===== config.mk =====
export PLATFORM = sky130hd
export DESIGN_NAME = cvm_front_flat
export DESIGN_NICKNAME = d
export VERILOG_FILES = /design/src/rtl/cvm_pkg.sv /design/src/rtl/cvm_if.sv /design/src/rtl/cvm_front.sv /design/src/flat_wrapper.sv
export SDC_FILE = /design/constraint.sdc
export NUM_CORES = 1
export LEC_CHECK = 0
export BUFFER_PORTS_ARGS = -buffer_cell sky130_fd_sc_hd__buf_2
export CELL_PAD_IN_SITES_DETAIL_PLACEMENT = 1
export CELL_PAD_IN_SITES_GLOBAL_PLACEMENT = 2
export CORE_MARGIN = 3
export CORE_UTILIZATION = 40
export CTS_CLUSTER_DIAMETER = 100
export DETAILED_ROUTE_END_ITERATION = 12
export PLACE_DENSITY_LB_ADDON = 0.1
export SLEW_MARGIN = 0
export SYNTH_ARGS = -nofsm -noshare
export SYNTH_HDL_FRONTEND = slang
export SYNTH_SLANG_ARGS = --single-unit

===== constraint.sdc =====
create_clock -name i_clk -period 15.15 [get_ports i_clk]
set_input_delay 3.03 -clock i_clk [delete_from_list [all_inputs] [get_ports i_clk]]
set_output_delay 3.03 -clock i_clk [all_outputs]
set_load 0.02 [all_outputs]

===== src/rtl/cvm_pkg.sv =====
// Shared types, constants and the Q15 sine table of the chassis velocity mixer.
package cvm_pkg;

    localparam int SINE_TABLE_DEPTH = 256;
    localparam int SPEED_WIDTH      = 16;

    localparam int OUT_W    = SPEED_WIDTH + 2;
    localparam int MODE_W   = 3;
    localparam int SPIN_W   = 17;
    localparam int ANGLE_W  = 13;
    localparam int GAIN_W   = 16;
    localparam int FACTOR_W = 16;
    localparam int CFG_W    = 17;
    localparam int CFG_IDX_W = 2;

    localparam int QUARTER_TURN = 1440;
    localparam int FULL_TURN    = 4 * QUARTER_TURN;
    localparam int TURN_W       = $clog2(FULL_TURN);
    localparam int REM_W        = $clog2(QUARTER_TURN);

    localparam int SINE_W = 16;
    localparam int TRIG_W = SINE_W + 1;
    localparam int IDX_W  = $clog2(SINE_TABLE_DEPTH + 1);

    // a * |a| and the follow-mode product
    localparam int SQ_W    = 2 * ANGLE_W - 1;
    localparam int FPROD_W = SQ_W + GAIN_W + 1;
    localparam int W_W     = FPROD_W - 16;

    localparam int QUEUE_DEPTH = 4;

    localparam longint unsigned HALF_PI_Q30 = 64'd1686629713;

    localparam logic [MODE_W-1:0] MODE_ZERO_FORCE = 3'd0;
    localparam logic [MODE_W-1:0] MODE_NO_FOLLOW  = 3'd1;
    localparam logic [MODE_W-1:0] MODE_FOLLOW     = 3'd2;
    localparam logic [MODE_W-1:0] MODE_ROTATE     = 3'd3;
    localparam logic [MODE_W-1:0] MODE_FREE_SPIN  = 3'd4;

    localparam logic [CFG_IDX_W-1:0] CFG_WHEEL_FACTOR = 2'd0;
    localparam logic [CFG_IDX_W-1:0] CFG_FOLLOW_GAIN  = 2'd1;
    localparam logic [CFG_IDX_W-1:0] CFG_SPIN_RATE    = 2'd2;

    localparam logic [FACTOR_W-1:0]      RST_WHEEL_FACTOR = 16'd32768;
    localparam logic [GAIN_W-1:0]        RST_FOLLOW_GAIN  = 16'd384;
    localparam logic signed [SPIN_W-1:0] RST_SPIN_RATE    = 17'sd4000;

    localparam logic signed [OUT_W-1:0] OUT_MAX = {1'b0, {(OUT_W-1){1'b1}}};
    localparam logic signed [OUT_W-1:0] OUT_MIN = {1'b1, {(OUT_W-1){1'b0}}};

    typedef enum logic [1:0] {
        SPIN_ZERO,
        SPIN_FOLLOW,
        SPIN_FIXED,
        SPIN_CMD
    } t_spin_src;

    typedef struct packed {
        logic [1:0]       quad;
        logic [REM_W-1:0] rem;
    } t_trig_pos;

    typedef struct packed {
        t_spin_src                     spin_src;
        logic                          motors_en;
        logic signed [SPEED_WIDTH-1:0] fwd;
        logic signed [SPEED_WIDTH-1:0] lat;
        logic signed [SPIN_W-1:0]      spin_cmd;
        logic signed [SQ_W-1:0]        asq;
        t_trig_pos                     sin_pos;
        t_trig_pos                     cos_pos;
    } t_cmd;

    typedef struct packed {
        logic full;
        logic empty;
    } t_queue_stat;

    typedef struct packed {
        logic [FACTOR_W-1:0]      wheel_factor;
        logic [GAIN_W-1:0]        follow_gain;
        logic signed [SPIN_W-1:0] spin_rate;
    } t_cfg;

    typedef logic [SINE_W-1:0] t_sine_tab [SINE_TABLE_DEPTH+1];

    // Q30 Taylor series to x^17, rounded to Q15 half up
    function automatic t_sine_tab f_sine_tab();
        t_sine_tab       tab;
        longint unsigned x;
        longint unsigned x2;
        longint unsigned term;
        longint          sum;
        longint          q;
        for (int k = 0; k <= SINE_TABLE_DEPTH; k++) begin
            x = (HALF_PI_Q30 * 64'(k) + 64'(SINE_TABLE_DEPTH / 2)) / SINE_TABLE_DEPTH;
            x2 = (x * x) >> 30;
            term = x;
            sum = longint'(x);
            for (int n = 1; n <= 8; n++) begin
                term = ((term * x2) >> 30) / 64'((2 * n) * (2 * n + 1));
                if ((n % 2) == 1) begin
                    sum = sum - longint'(term);
                end else begin
                    sum = sum + longint'(term);
                end
            end
            if (sum < 0) begin
                sum = 0;
            end
            q = (sum + 64'sd16384) >>> 15;
            if (q > 32768) begin
                q = 32768;
            end
            tab[k] = SINE_W'(q);
        end
        return tab;
    endfunction

    localparam t_sine_tab SINE_TAB = f_sine_tab();

    // exact reciprocal of the quarter turn for the table index
    localparam int NUM_W = $clog2((QUARTER_TURN - 1) * SINE_TABLE_DEPTH
                                  + QUARTER_TURN / 2 + 1);
    localparam int RECIP_SH = NUM_W + REM_W;
    localparam longint unsigned RECIP =
        ((64'd1 << RECIP_SH) + 64'(QUARTER_TURN) - 64'd1) / QUARTER_TURN;
    localparam int RECIP_W = $clog2(RECIP + 1);
    localparam int PIDX_W  = RECIP_SH + IDX_W;

endpackage


===== src/rtl/cvm_if.sv =====
// Request channels of the chassis velocity mixer: drive commands in, wheel references out.
interface cvm_cmd_if;
    logic                                   valid;
    logic                                   ready;
    logic [cvm_pkg::MODE_W-1:0]             mode;
    logic signed [cvm_pkg::SPEED_WIDTH-1:0] forward_speed;
    logic signed [cvm_pkg::SPEED_WIDTH-1:0] lateral_speed;
    logic signed [cvm_pkg::SPIN_W-1:0]      spin_command;
    logic signed [cvm_pkg::ANGLE_W-1:0]     gimbal_angle;

    modport source (output valid, mode, forward_speed, lateral_speed, spin_command,
                    gimbal_angle, input ready);
    modport sink (input valid, mode, forward_speed, lateral_speed, spin_command,
                  gimbal_angle, output ready);
endinterface



===== src/rtl/cvm_front.sv =====
// Front end: accepts drive commands, decodes the mode and splits the angle into quadrants.
module cvm_front (
    input  logic                 i_clk,
    input  logic                 i_rst_n,
    cvm_cmd_if.sink              i_cmd,
    input  cvm_pkg::t_queue_stat i_stat,
    output logic                 o_push,
    output cvm_pkg::t_cmd        o_cmd
);

    logic          r_vld;
    cvm_pkg::t_cmd r_cmd;
    cvm_pkg::t_cmd n_cmd;

    logic                                 accept;
    logic [cvm_pkg::ANGLE_W-1:0]          mag;
    logic signed [cvm_pkg::ANGLE_W:0]     ang_s;
    logic signed [cvm_pkg::ANGLE_W:0]     ang_c;

    function automatic cvm_pkg::t_trig_pos f_split(input logic signed [cvm_pkg::ANGLE_W:0] v);
        cvm_pkg::t_trig_pos          p;
        logic [cvm_pkg::TURN_W-1:0] u;
        if (v < 0) begin
            u = cvm_pkg::TURN_W'(v + cvm_pkg::FULL_TURN);
        end else begin
            u = cvm_pkg::TURN_W'(v);
        end
        if (u >= cvm_pkg::TURN_W'(3 * cvm_pkg::QUARTER_TURN)) begin
            p.quad = 2'd3;
            p.rem  = cvm_pkg::REM_W'(u - cvm_pkg::TURN_W'(3 * cvm_pkg::QUARTER_TURN));
        end else if (u >= cvm_pkg::TURN_W'(2 * cvm_pkg::QUARTER_TURN)) begin
            p.quad = 2'd2;
            p.rem  = cvm_pkg::REM_W'(u - cvm_pkg::TURN_W'(2 * cvm_pkg::QUARTER_TURN));
        end else if (u >= cvm_pkg::TURN_W'(cvm_pkg::QUARTER_TURN)) begin
            p.quad = 2'd1;
            p.rem  = cvm_pkg::REM_W'(u - cvm_pkg::TURN_W'(cvm_pkg::QUARTER_TURN));
        end else begin
            p.quad = 2'd0;
            p.rem  = cvm_pkg::REM_W'(u);
        end
        return p;
    endfunction

    // hold the register while the queue is full
    assign accept      = i_cmd.valid && i_cmd.ready;
    assign i_cmd.ready = !r_vld || !i_stat.full;
    assign o_push      = r_vld && !i_stat.full;
    assign o_cmd       = r_cmd;

    always_comb begin
        mag   = i_cmd.gimbal_angle[cvm_pkg::ANGLE_W-1] ?
                cvm_pkg::ANGLE_W'(-i_cmd.gimbal_angle) : cvm_pkg::ANGLE_W'(i_cmd.gimbal_angle);
        ang_s = {i_cmd.gimbal_angle[cvm_pkg::ANGLE_W-1], i_cmd.gimbal_angle};
        ang_c = ang_s + (cvm_pkg::ANGLE_W+1)'(cvm_pkg::QUARTER_TURN);

        n_cmd.fwd      = i_cmd.forward_speed;
        n_cmd.lat      = i_cmd.lateral_speed;
        n_cmd.spin_cmd = i_cmd.spin_command;
        n_cmd.asq      = i_cmd.gimbal_angle * $signed({1'b0, mag});
        n_cmd.sin_pos  = f_split(ang_s);
        n_cmd.cos_pos  = f_split(ang_c);

        n_cmd.motors_en = 1'b1;
        case (i_cmd.mode)
            cvm_pkg::MODE_ZERO_FORCE: begin
                n_cmd.spin_src  = cvm_pkg::SPIN_CMD;
                n_cmd.motors_en = 1'b0;
            end
            cvm_pkg::MODE_NO_FOLLOW: n_cmd.spin_src = cvm_pkg::SPIN_ZERO;
            cvm_pkg::MODE_FOLLOW:    n_cmd.spin_src = cvm_pkg::SPIN_FOLLOW;
            cvm_pkg::MODE_ROTATE:    n_cmd.spin_src = cvm_pkg::SPIN_FIXED;
            cvm_pkg::MODE_FREE_SPIN: n_cmd.spin_src = cvm_pkg::SPIN_CMD;
            // unknown modes spin freely
            default:                 n_cmd.spin_src = cvm_pkg::SPIN_CMD;
        endcase
    end

    always_ff @(posedge i_clk) begin
        if (!i_rst_n) begin
            r_vld <= 1'b0;
        end else if (accept) begin
            r_vld <= 1'b1;
        end else if (o_push) begin
            r_vld <= 1'b0;
        end
    end

    always_ff @(posedge i_clk) begin
        if (accept) begin
            r_cmd <= n_cmd;
        end
    end

endmodule


===== src/flat_wrapper.sv =====
// flat-port wrapper written by rule: the top's interface ports become plain ports
module cvm_front_flat 
  (i_clk, i_rst_n, i_stat, o_push, o_cmd, i_cmd_valid, i_cmd_mode, i_cmd_forward_speed, i_cmd_lateral_speed, i_cmd_spin_command, i_cmd_gimbal_angle, i_cmd_ready);
  cvm_cmd_if i_cmd_i ();
  input  logic i_clk;
  input  logic i_rst_n;
  input  cvm_pkg::t_queue_stat i_stat;
  output logic o_push;
  output cvm_pkg::t_cmd o_cmd;
  input wire logic [$bits(i_cmd_i.valid)-1:0] i_cmd_valid;
  input wire logic [$bits(i_cmd_i.mode)-1:0] i_cmd_mode;
  input wire logic [$bits(i_cmd_i.forward_speed)-1:0] i_cmd_forward_speed;
  input wire logic [$bits(i_cmd_i.lateral_speed)-1:0] i_cmd_lateral_speed;
  input wire logic [$bits(i_cmd_i.spin_command)-1:0] i_cmd_spin_command;
  input wire logic [$bits(i_cmd_i.gimbal_angle)-1:0] i_cmd_gimbal_angle;
  output wire logic [$bits(i_cmd_i.ready)-1:0] i_cmd_ready;
  assign i_cmd_i.valid = i_cmd_valid;
  assign i_cmd_i.mode = i_cmd_mode;
  assign i_cmd_i.forward_speed = i_cmd_forward_speed;
  assign i_cmd_i.lateral_speed = i_cmd_lateral_speed;
  assign i_cmd_i.spin_command = i_cmd_spin_command;
  assign i_cmd_i.gimbal_angle = i_cmd_gimbal_angle;
  assign i_cmd_ready = i_cmd_i.ready;
  cvm_front u_core (.i_clk(i_clk), .i_rst_n(i_rst_n), .i_cmd(i_cmd_i), .i_stat(i_stat), .o_push(o_push), .o_cmd(o_cmd));
endmodule

# Word level (Yosys, flattened, before mapping)
# Cells that the tools add are included.
word_totals:
  register_bits: 104
  inputBits: 70
  word_cells: 57
classes:
  add_sub_neg: 10
  n_mul: 1
  n_lt_le_gt_ge: 8
  eq_ne: 3
  muxes: 13
  n_reduce_logical: 9
op_table:
  columns: ["operator", "count"]
  rows:
  - ["12-bit two-way mux", 4]
  - ["13-bit two-way mux", 3]
  - ["13-bit adder, second input constant", 2]
  - ["13-bit by 11-bit greater-or-equal comparator with 1-bit output, second input constant", 2]
  - ["13-bit by 12-bit greater-or-equal comparator with 1-bit output, second input constant", 2]
  - ["13-bit greater-or-equal comparator, second input constant", 2]
  - ["13-bit by 14-bit multiplier with 25-bit output", 1]
  - ["11-bit two-way mux", 2]
  - ["11-bit by 10-bit subtractor with 11-bit output, second input constant", 2]
  - ["11-bit subtractor, second input constant", 2]
  - ["11-bit by 8-bit subtractor with 11-bit output, second input constant", 2]
  - ["13-bit by 12-bit adder with 14-bit output, second input constant", 1]
  - ["14-bit by 1-bit < comparator with 1-bit output, second input constant", 1]
  - ["13-bit by 1-bit < comparator with 1-bit output, second input constant", 1]
  - ["13-bit negator", 1]
  - ["3-bit by 2-bit == test with 1-bit output, second input constant", 2]
  - ["2-bit case mux with 3 select lines", 1]
  - ["2-bit OR reduction", 2]
  - ["3-bit by 1-bit == test with 1-bit output, second input constant", 1]
  - ["3-bit logical NOT", 1]
  - ["1-bit two-way mux", 3]
  - ["1-bit logical AND", 2]
  - ["1-bit logical NOT", 2]
  - ["2-bit nonzero test", 1]
  - ["1-bit logical OR", 1]

# Depth between registers and ports, before layout
depth:
  word_depth: 7
  mapped_depth: 29
  depth_no_buf: 28

# Least setup slack after synthesis
# Ideal clock, no wire load.
synth_timing:
  path_kind: "input-to-reg"
  startpoint: "input port i_cmd_gimbal_angle[0]"
  endpoint: "register u_core.r_cmd, in the netlist u_core.o_cmd[49] (data pin)"
  setup_time_ns: 0.258
  arrival_ns: 9.916
  required_time_ns: 14.892
  setup_slack_ns: 4.976
  stages: 25
  path_buffers: 1
  path_cell_list: "clkbuf_1 clkinv_1 ha_1 nor3b_1 ha_1 nand2_1 a21boi_0 nor2_1 fa_1 inv_1 fa_1 inv_1 fa_1 fa_1 fa_1 fa_1 ha_1 a2111oi_0 o21ai_0 a31oi_1 nor3_1 or3_1 a41o_1 a21oi_1 xnor2_1"
synth_rtl:
  columns: ["item", "line_no", "rtl"]
  rows:
  - ["from (decl)", "flat_wrapper.sv:15", "input wire logic [$bits(i_cmd_i.gimbal_angle)-1:0] i_cmd_gimbal_angle;"]
  - ["to (signal assigned)", "cvm_front.sv:90", "r_cmd <= n_cmd;"]
  - ["to (decl)", "cvm_front.sv:12", "cvm_pkg::t_cmd r_cmd;"]

==> flow_results.org <==
** Power
- Of the total power, the share spent switching nets is 0.452.
- The worst-case IR drop observed on VDD is 0.000192 V.
- Of the total power, combinational logic draws 0.713.
- In this run the power spent charging and discharging nets is 1120 uW.
- The share of total power dissipated in the clock network is 0.104.
- Ratio of total power to cell area :: 214 mW/mm^2
- The design draws 2470 uW.
- Static Leak :: 0.00539 uW
- Internal power summed over all cells :: 1350 uW
- The share of total power dissipated in sequential elements is 0.183.

** Synth
- Cell count after synthesis :: 950
- Of all flip-flops after synthesis, the portion carrying an async set or reset was 0.
- Count of distinct cell types in the synthesized netlist :: 68
- Top cell type's share of synthesized area :: 0.289
- The synthesized design contains 97 enable-type register cells.
- The share of the Yosys chip area taken by registers is 0.291.
- Each instance of the synthesized netlist takes up on average 10.6 sq um.
- Largest area contributor in the synthesized netlist :: sky130_fd_sc_hd__edfxtp_1
- Yosys Warn Count :: 0
- After synthesis the cells add up to 0.0101 sq mm.
- Among all flip-flop cells after synthesis, the most frequent one is sky130_fd_sc_hd__edfxtp_1.
- Leading post-synthesis cells by cell area :: sky130_fd_sc_hd__edfxtp_1 (29%), sky130_fd_sc_hd__fa_1 (24%), sky130_fd_sc_hd__ha_1 (13%)
- Synthesis inferred 98 register bits.

** Worst setup path
- Data arrival at the endpoint of the critical path :: 11,300 ps
- The largest individual stage delay along the critical path comes from the cell sky130_fd_sc_hd__xnor2_1.
- The cell family contributing the most delay on the critical path is adder cells.
- Critical Path End Type :: flip-flop
- The cell that appears most often on the critical path is sky130_fd_sc_hd__fa_1.
- The worst register-to-register path begins at u_core.r_vld.
- Largest stage delay on the critical path :: 720 ps
- CP Buf/Inv Count :: 3
- Critical path start-end classification :: in2reg
- For the worst setup path, the data required time is 15,270 ps.
- Along the worst path, the maximum fanout reaches 25.
- Chain of cells forming the critical path :: buf_2 > clkinv_1 > ha_1 > nand2_1 > nand2_1 > xnor2_1 > nand2_1 > fa_1 > fa_1 > inv_1 > fa_1 > fa_1 > fa_1 > fa_1 > ha_1 > a2111oi_0 > o21ai_0 > a31oi_1 > nor3_1 > or3_1 > a41o_1 > a21oi_1 > xnor2_1
- In this run the worst setup path begins at i_cmd_gimbal_angle[5].
- STA classifies the critical path startpoint as a primary input.

** Global route
- Entering global routing, the biggest net connects 78 pins.
- Global routing finished with a remaining overflow of 0.
- The number of global-route vias before repair came to 7,465.
- The first global-routing pass estimated 39,700 um of wire.
- Total GRT Usage :: 0.187
- Antenna violations before repair :: 0

** STA
- Post-layout minimum cycle time :: 11,180 ps
- Setup total negative slack on the finished layout was measured at 0 ps.
- Setup violations remaining at the end of the flow were counted as 0.
- Number of hold-slack violations in the final timing report :: 0
- RSZ-0062 raised after global routing :: false
- Upper clock frequency limit :: 89.4 MHz
- On the final layout, the worst hold slack is 537 ps.
- Dividing the final minimum period by the clock period gives 0.738.
- Worst-margin pin slew :: 1070 ps
- Number of pins exceeding their max-slew limit in the final report :: 0
- Setup clock skew after layout :: 10.7 ps
- Max_slew headroom :: 0.280

** Placement
- Summing all placed instances gives a cell area of 0.0112 sq mm.
- Dpl cells :: 1,422
- Port buffering added 173 buffers.
- Post-DP HPWL :: 19,600 um
- Routability congestion estimate from global placement :: 0.746

** Die
- Num rows :: 57
- For this configuration, the core starts out at a cell density of 0.410.
- The floorplan step defined a core boundary enclosing 0.0245 sq mm.
- Floorplan die area :: 0.0271 sq mm
- Die boundary height :: 165 um
- 175 I/O pins were placed.
- Width of the die :: 165 um

** Drt
- The routed layout has 7,168 vias.
- Post-Route WL :: 25,100 um
- Vias per cell :: 4.98
- Iteration-0 DRC Markers :: 327
- DR DRC count :: 0
- Drt pass-1 iters :: 4
- Antenna-violating nets left :: 0
- Routed length per placed instance :: 17.5 um

** Status
- The run finished with clean final reports.

** Flow run
- The tool flagged a number of max-cap violations equal to 0.

** Clock network
- Number of setup buffers added after CTS :: 0
- H-tree Lvls :: 3
- Gates resized during post-CTS repair numbered 0.
- Clock sink count :: 98
- The number of hold buffers added after CTS was 0.
- The number of clock buffers added by TritonCTS is 9.
- TritonCTS built the clock tree.
- Buffer depth of the longest clock path :: 2
- Clock Root Buffer :: sky130_fd_sc_hd__clkbuf_16
- The later pin in the worst-skew pair is clocked with a latency of 360 ps.
- Clock-pin slew reported for the worst setup and hold paths after clock tree synthesis :: 90 ps

** Cells and area
- Final Non-Filler Cells :: 1,438
- Compared with the post-synthesis result, the final layout area differs by 14.6%.
- Design area :: 0.0115 sq mm
- The net count of the finished layout is 1,404.
- Ratio of cells with drive above 1 in the final layout :: 0.193
- The repair_antennas step left the layout with diodes totalling 0.

** Min path
- Worst hold start :: u_core.r_vld
- HP Class :: reg2reg
-- layer usage --
metal | share of wire | global-route usage | wire length [um]
met1 | 0.44 | 0.252 | 11100
met3 | 0.036 | 0.0238 | 913
met5 | 0 | 0 | 0
met4 | 0.011 | 0.0358 | 273
met2 | 0.51 | 0.324 | 12800
-- kinds of logic (layout without fill, tap and decap cells) --
logic type	count (synthesis)	in the layout	share of synthesized area
simple gates	255	255	0.123
fa+ha+maj	225	225	0.370
buf+inv	183	339	0.0742
compound gates	120	120	0.0782
flops	98	98	0.291
xor+xnor	64	64	0.0597
mux	3	3	0.00298
other cells	2	10	0.000746
-- sequential cells by signal, summed over array words and instances (netlist names) --
register,flops
u_core.r_vld,1
u_core.o_cmd,97
-- power by group through the flow --
stage | Sequential, uW | Clock (uW) | Combinational [uW]
after floorplan | 524 | 0 | 1310
after global routing | 457 | 275 | 2050
after CTS | 453 | 270 | 1800
after global placement | 457 | 0 | 1770
final | 452 | 256 | 1760
after detailed placement | 459 | 0 | 1770
-- synth_stat cells (4+ instances only) --
cell                         n
sky130_fd_sc_hd__ha_1      104
sky130_fd_sc_hd__a21o_1      6
sky130_fd_sc_hd__nand2b_1    7
sky130_fd_sc_hd__inv_1     135
sky130_fd_sc_hd__a31oi_1     4
sky130_fd_sc_hd__clkbuf_1   26
sky130_fd_sc_hd__a21oi_1    31
sky130_fd_sc_hd__nand3_1     7
sky130_fd_sc_hd__fa_1      121
sky130_fd_sc_hd__o21ai_0    27
sky130_fd_sc_hd__o21a_1      7
sky130_fd_sc_hd__clkinv_1    5
sky130_fd_sc_hd__nand2_1   105
sky130_fd_sc_hd__nand4_1     5
sky130_fd_sc_hd__buf_2       4
sky130_fd_sc_hd__o22ai_1     4
sky130_fd_sc_hd__a211oi_1    6
sky130_fd_sc_hd__nor2b_1     7
sky130_fd_sc_hd__buf_4       8
sky130_fd_sc_hd__xor2_1     10
sky130_fd_sc_hd__nor2_1     45
sky130_fd_sc_hd__or3_1      10
sky130_fd_sc_hd__edfxtp_1   97
sky130_fd_sc_hd__nor3_1      6
sky130_fd_sc_hd__and2_1     44
sky130_fd_sc_hd__xnor2_1    51
sky130_fd_sc_hd__or2_2       4
-- final timing paths --
kind	to	slack [ps]	cells after the start
max reg2reg	u_core.o_cmd[80]	13140	3
max	u_core.o_cmd[49]	3970	23
min	u_core.r_vld	540	2
min reg2reg	u_core.r_vld	540	2
-- tightest hold or removal path: stages, from the launching register on --
cell and delay (ps):
sky130_fd_sc_hd__dfxtp_1 340, sky130_fd_sc_hd__a21oi_1 70, sky130_fd_sc_hd__nor2b_1 90
-- cell type report --
cell class	count	area [sq um]
inverter	141	532
tap	324	405
timing repair buffer	182	933
multi-input combinational	677	6410
clock inverter	7	92.6
fill	2815	13000
clock buffer	9	225
sequential	98	2930
-- placed cells by master, fill, tap and decap left out, types with 7 or more instances in the layout --
master / instances
sky130_fd_sc_hd__or3_1: 10
sky130_fd_sc_hd__conb_1: 10
sky130_fd_sc_hd__o21ai_0: 27
sky130_fd_sc_hd__o21a_1: 7
sky130_fd_sc_hd__edfxtp_1: 97
sky130_fd_sc_hd__clkbuf_16: 9
sky130_fd_sc_hd__xnor2_1: 51
sky130_fd_sc_hd__fa_1: 121
sky130_fd_sc_hd__buf_4: 9
sky130_fd_sc_hd__xor2_1: 10
sky130_fd_sc_hd__inv_1: 135
sky130_fd_sc_hd__and2_1: 43
sky130_fd_sc_hd__nor2_1: 45
sky130_fd_sc_hd__ha_1: 104
sky130_fd_sc_hd__nand3_1: 7
sky130_fd_sc_hd__a21oi_1: 31
sky130_fd_sc_hd__buf_2: 173
sky130_fd_sc_hd__nor2b_1: 7
sky130_fd_sc_hd__nand2b_1: 7
sky130_fd_sc_hd__nand2_1: 105
-- through the flow --
stage           util  setup slack [ps]
2_1_floorplan      -              4980
3_3_place_gp   0.457              3730
3_5_place_dp   0.457              3560
4_1_cts        0.470              3960
5_1_grt        0.470              3510
6_report       0.470              3970
No activity file was read; power rests on OpenSTA's default activity.
